### src/hw/rtl/langtons_ant_grid_stepper_unit_defines.svh
// Assertion macros shared by the Langton's ant grid stepper RTL.
// No dependencies; each user file supplies clk and rst_n in scope.
`ifndef LANGTONS_ANT_GRID_STEPPER_UNIT_DEFINES_SVH
`define LANGTONS_ANT_GRID_STEPPER_UNIT_DEFINES_SVH

// Same-cycle implication, disabled during reset.
`define LANT_ASSERT_NOW(lbl, ante, cons, msg) \
  lbl: assert property (@(posedge clk) disable iff (!rst_n) (ante) |-> (cons)) \
    else $error(msg);

// Next-cycle implication, disabled during reset.
`define LANT_ASSERT_NEXT(lbl, ante, cons, msg) \
  lbl: assert property (@(posedge clk) disable iff (!rst_n) (ante) |=> (cons)) \
    else $error(msg);

`endif

### src/hw/rtl/lant_pkg.sv
// Shared types and constants for the Langton's ant grid stepper.
// No dependencies; imported by the controller, datapath and top level.
`default_nettype none

package lant_pkg;

  // Request kinds, carried on in_tuser
  typedef enum logic [1:0] {
    ACT_WRITE = 2'd0,
    ACT_READ  = 2'd1,
    ACT_STEP  = 2'd2,
    ACT_NOP   = 2'd3
  } action_t;

  typedef enum logic [1:0] {
    HD_UP    = 2'd0,
    HD_RIGHT = 2'd1,
    HD_DOWN  = 2'd2,
    HD_LEFT  = 2'd3
  } heading_t;

  localparam logic [1:0] CELL_OFF = 2'd0;
  localparam logic [1:0] CELL_ON  = 2'd1;
  localparam logic [1:0] CELL_ANT = 2'd2;

  localparam int IN_TDATA_W  = 16;
  localparam int IN_TUSER_W  = 2;
  localparam int OUT_TDATA_W = 16;
  localparam int OUT_TUSER_W = 1;
  localparam int POS_FIELD_W = 6;

  typedef enum logic [2:0] {
    S_CLEAR,
    S_IDLE,
    S_EVAL,
    S_RD_NEW,
    S_MARK,
    S_RESP
  } state_t;

  // Controller -> datapath
  typedef struct packed {
    logic clr_en;
    logic take;
    logic eval;
    logic rd_new;
    logic mark;
    logic load_out;
  } lant_cmd_t;

  // Datapath -> controller
  typedef struct packed {
    logic clr_done;
    logic ant_here;
  } lant_sts_t;

endpackage

`default_nettype wire

### src/hw/rtl/lant_ctrl.sv
// Controller of the Langton's ant grid stepper: sequencer and result-valid flag.
// Depends on lant_pkg and langtons_ant_grid_stepper_unit_defines.svh.
`default_nettype none
`include "langtons_ant_grid_stepper_unit_defines.svh"

module lant_ctrl
  import lant_pkg::*;
(
  input  wire logic                  clk,
  input  wire logic                  rst_n,
  input  wire logic                  in_tvalid,
  output logic                       in_tready,
  input  wire logic [IN_TUSER_W-1:0] in_tuser,
  output logic                       out_tvalid,
  input  wire logic                  out_tready,
  input  wire lant_sts_t             sts,
  output lant_cmd_t                  cmd
);

  state_t state_r, state_nxt;
  logic   out_tvalid_r, out_tvalid_nxt;
  logic   out_free;

  assign out_free = !out_tvalid_r || out_tready;

  always_comb begin
    state_nxt = state_r;
    case (state_r)
      S_CLEAR: if (sts.clr_done) state_nxt = S_IDLE;
      S_IDLE: begin
        if (in_tvalid) begin
          state_nxt = (action_t'(in_tuser) == ACT_STEP) ? S_EVAL : S_RESP;
        end
      end
      S_EVAL:   state_nxt = sts.ant_here ? S_RD_NEW : S_RESP;
      S_RD_NEW: state_nxt = S_MARK;
      S_MARK:   state_nxt = S_RESP;
      S_RESP:   if (out_free) state_nxt = S_IDLE;
      default:  state_nxt = S_IDLE;
    endcase
  end

  always_comb begin
    cmd       = '0;
    in_tready = 1'b0;
    case (state_r)
      S_CLEAR: cmd.clr_en = 1'b1;
      S_IDLE: begin
        in_tready = 1'b1;
        cmd.take  = in_tvalid;
      end
      S_EVAL:   cmd.eval     = 1'b1;
      S_RD_NEW: cmd.rd_new   = 1'b1;
      S_MARK:   cmd.mark     = 1'b1;
      S_RESP:   cmd.load_out = out_free;
      default:  cmd          = '0;
    endcase
  end

  assign out_tvalid_nxt = cmd.load_out ? 1'b1 : (out_tready ? 1'b0 : out_tvalid_r);

  always_ff @(posedge clk) begin
    if (!rst_n) begin
      state_r      <= S_CLEAR;
      out_tvalid_r <= 1'b0;
    end else begin
      state_r      <= state_nxt;
      out_tvalid_r <= out_tvalid_nxt;
    end
  end

  assign out_tvalid = out_tvalid_r;

  `LANT_ASSERT_NEXT(a_one_at_a_time, in_tvalid && in_tready, !in_tready, "second request taken early")
  `LANT_ASSERT_NEXT(a_load_shows, cmd.load_out, out_tvalid, "loaded result not presented")
  `LANT_ASSERT_NEXT(a_resp_waits, (state_r == S_RESP) && out_tvalid_r && !out_tready, state_r == S_RESP, "response left before output slot freed")

endmodule

`default_nettype wire
### config.mk
export PLATFORM = sky130hd
export DESIGN_NAME = lant_ctrl
export DESIGN_NICKNAME = d
export VERILOG_FILES = /design/src/hw/rtl/lant_pkg.sv /design/src/hw/rtl/lant_ctrl.sv
export VERILOG_INCLUDE_DIRS = /design/src /design/src/hw/rtl
export SDC_FILE = /design/constraint.sdc
export NUM_CORES = 1
export LEC_CHECK = 0
export BUFFER_PORTS_ARGS = -buffer_cell sky130_fd_sc_hd__buf_4
export CORE_AREA = 5 5 42 44
export CTS_CLUSTER_SIZE = 14
export DETAILED_ROUTE_END_ITERATION = 10
export DIE_AREA = 0 0 47 49
export HOLD_SLACK_MARGIN = 0.15
export PLACE_DENSITY = 0.55
export SLEW_MARGIN = 20
export SYNTH_ARGS = -nofsm -noshare
export SYNTH_HDL_FRONTEND = slang
export SYNTH_SLANG_ARGS = --single-unit
export TNS_END_PERCENT = 20
### constraint.sdc
create_clock -name clk -period 1.6 [get_ports clk]
set_input_delay 0 -clock clk [delete_from_list [all_inputs] [get_ports clk]]
set_output_delay 0 -clock clk [all_outputs]
set_load 0.02 [all_outputs]
; Word level (Yosys, flattened, before mapping)
; Cells that the tools add are included.
[word_totals]
word_cells = 31
regBits = 4
[classes]
n_reduce_logical = 5
n_eq_ne = 9
mux = 15
[ops]
columns = cell, count
row1 = 3-bit one-hot mux with 6 select lines, 1
row2 = 3-bit 2-to-1 mux, 5
row3 = 1-bit 2-to-1 mux, 9
row4 = 3-bit by 2-bit == test with 1-bit output (second input constant), 2
row5 = 3-bit == test (second input constant), 2
row6 = 2-bit != test (second input constant), 3
row7 = 3-bit by 1-bit == test with 1-bit output (second input constant), 1
row8 = 3-bit logical NOT, 1
row9 = 3-bit AND reduction, 1
row10 = 2-bit == test (second input constant), 1
row11 = 2-bit nonzero test, 1
row12 = 1-bit logical NOT, 1
row13 = 1-bit logical OR, 1

; Depth between registers and ports, before layout
[logic_depth]
ltp_word = 4
mapped_depth = 4
depth_no_buf = 3

; Least setup slack after synthesis
; OpenSTA, ideal clock, no wires.
[synth_path]
path_type = register to output
from = reg state_r[2]
to = out cmd[4] in the netlist's numbering
arrival_time_ns = 1.369
setup_slack_ns = 0.231
t_required_ns = 1.600
path_stages_with_launch = 4
path_cell_list = dfxtp_1 clkbuf_1 nor3b_1 and2_1
[synth_rtl]
columns = element, line_no
row1 = "start, declared", lant_ctrl.sv:20  ; state_t state_r, state_nxt;
row2 = "start signal, assigned", lant_ctrl.sv:67  ; state_r <= state_nxt;
row3 = "end, declared", lant_ctrl.sv:17  ; output lant_cmd_t cmd

==> impl_metrics.json <==
{
  "clkTransAtPathRegs_ps": 40,
  "crit_chain": "nor3b_1, and2_1, buf_4",
  "initial_core_util": 0.197,
  "grtUsageTotal": 0.0725,
  "wl_um": 712,
  "slowest_stage": "dfxtp_1",
  "yosys-top-cells-area": "dfxtp_1, a21oi_1, buf_4",
  "synth_top_family_by_area": "simple AND/OR/NAND/NOR gates",
  "worstPathMaxFanout": 13,
  "final_common_cell": "buf_4",
  "die_w_um": 47,
  "vias_per_cell": 4.43,
  "worst_hold_path_type": "primary input to flip-flop",
  "multiInputGateArea_um2": 165,
  "cpPeakStageDelay_ps": 540,
  "grt_max_degree": 14,
  "status": "finished clean",
  "wl_per_cell_um": 10.3,
  "cts_tree": "done",
  "worstSkewPairLatency_ps": 230,
  "drtAntennaViolNets": 0,
  "critPathCaptureType": "output pin",
  "worst_slew_pin_slew_ps": 385,
  "critPathLaunchType": "flip-flop",
  "drive_above_1_share": 0.358,
  "routabilityCongestion": 0.629,
  "cap_violations": 0,
  "die_area_um2": 2300,
  "drt_iter0_drc": 2,
  "rsz0062_at_grt": "false",
  "rows": 14,
  "yosys.area_share.simple": 0.412,
  "drc_errors": 0,
  "setup_violations": 0,
  "critical_path_class": "flip-flop to output pin",
  "core_um2": 1400,
  "cts_sinks": 4,
  "netlist_instances": 34,
  "overflow": 0,
  "num_vias": 306,
  "antenna_cells": 0,
  "synth_area_um2": 277,
  "clockRootBuffer": "clkbuf_4",
  "ios": 16,
  "peakVddDrop_v": 0.000264,
  "synth_compound_area_frac": 0.149,
  "ys_types": 23,
  "crit_required_ps": 1600,
  "yosys_warnings": 0,
  "seq_area_frac_synth": 0.290,
  "final_area_um2": 458,
  "first_global_vias": 281,
  "syn_to_final_growth_pct": 65.6,
  "synth.area.mux_share": 0.0362,
  "clockBufferDepth": 2,
  "relSlewSlack": 0.743,
  "layout_common_cells": "buf_4, dlygate4sd3_1, dfxtp_1",
  "die_h_um": 49,
  "power_w": 0.000303,
  "nets": 63,
  "htree_levels": 1,
  "synthArstFlopShare": 0,
  "synth_xor_area_frac": 0,
  "clock_skew_ps": 0.967,
  "critPathLaunch": "state_r[0]",
  "hold_viol": 0,
  "syn_nets": 42,
  "maxSlewViolCount": 0,
  "timing.fmax_ghz": 0.744,
  "syn_area_per_cell_um2": 8.13,
  "antenna_found_initial": 0,
  "fin_crit_sh": 0.840,
  "post-route-min-period_ps": 1340,
  "numCtsBuffers": 3,
  "min_from": "in_tvalid",
  "synth_top_area_share": 0.290,
  "synth_edf_count": 0,
  "fin_tns_setup_ps": 0,
  "portBuffers": 15,
  "yosys.area_share.adder": 0,
  "power_density_nw_per_um2": 662,
  "arrival_ps": 1340,
  "first_pass_iters": 2,
  "r2r-start": "state_r[1]",
  "grt_first_pass_wirelength_mm": 1.17,
  "fillers": 160,
  "synth_flop_cell": "dfxtp_1",
  "p_leak_nw": 0.194,
  "post-cts-setup-buffers": 0,
  "dpl-instance-area_um2": 385,
  "ys_ff_latch": 4,
  "synth_top_cell_by_area": "dfxtp_1",
  "seq_area_um2": 80.1
}
[per-layer routing]
layer	global-route usage	part of all wire	vias to the layer above
met4	0.0553	0.0084	0
met3	0.0369	0.087	2
met1	0.0835	0.39	137
li1	-	-	160
met2	0.0973	0.51	7
met5	0	0	-
[report_power, final]
group          internal [W]  switching [W]
combinational     0.0000400      0.0000288
clock             0.0000837      0.0000376
sequential         0.000104     0.00000928
[flip-flops by register name, indices dropped and copies added (netlist names)]
register and flops:
state_r 3, out_tvalid 1
[cell type report]
type,count,area share
Clock buffer,3,0.0492
Inverter,2,0.0164
Multi-Input combinational cell,24,0.361
Sequential cell,4,0.175
Tap cell,16,0.0437
Timing Repair Buffer,20,0.355
[path summary, 6_finish.rpt]
kind	slack [ps]	cells past startpoint	endpoint
setup / recovery	260	3	cmd[4]
hold / removal	170	4	state_r[0]
setup reg to reg	360	3	state_r[1]
hold reg to reg	520	2	out_tvalid
[synth_stat cells, drive strengths merged (2+ instances only)]
cell   n
nor3b  2
buf    3
nor3   2
inv    2
nor2b  2
dfxtp  4
a21oi  3
nand2  2
[stage by stage]
step | std cells | worst slack, ps | hold WS [ps] | utilization
2_1_floorplan | 34 | 231 | 183 | -
3_3_place_gp | 61 | 416 | 303 | 0.275
3_5_place_dp | 61 | 375 | 307 | 0.275
4_1_cts | 69 | 238 | 159 | 0.327
5_1_grt | 69 | 187 | 210 | 0.327
6_report | 69 | 255 | 171 | 0.327
[worst max-delay path, delay by kind of cell, from the launching register on]
kind,cells,cell delay (ps)
buffers and inverters,1,130
and+or+nand+nor,2,440
DFF,1,540
[cells by family (layout without fill, tap and decap cells)]
logic type / Yosys count / in the layout
AND/OR/NAND/NOR: 17 / 17
AO/OA/AOI/OAI: 6 / 6
buffers and inverters: 6 / 25
flip-flops: 4 / 4
multiplexers: 1 / 1
[repair_timing]
| action | CTS | global route |
|---|---|---|
| hold buffers | 5 | 0 |
| gates resized for setup | 0 | 0 |
| endpoints found under the hold margin | 4 | 0 |
Note: power is estimated with default switching activity, not from simulation.
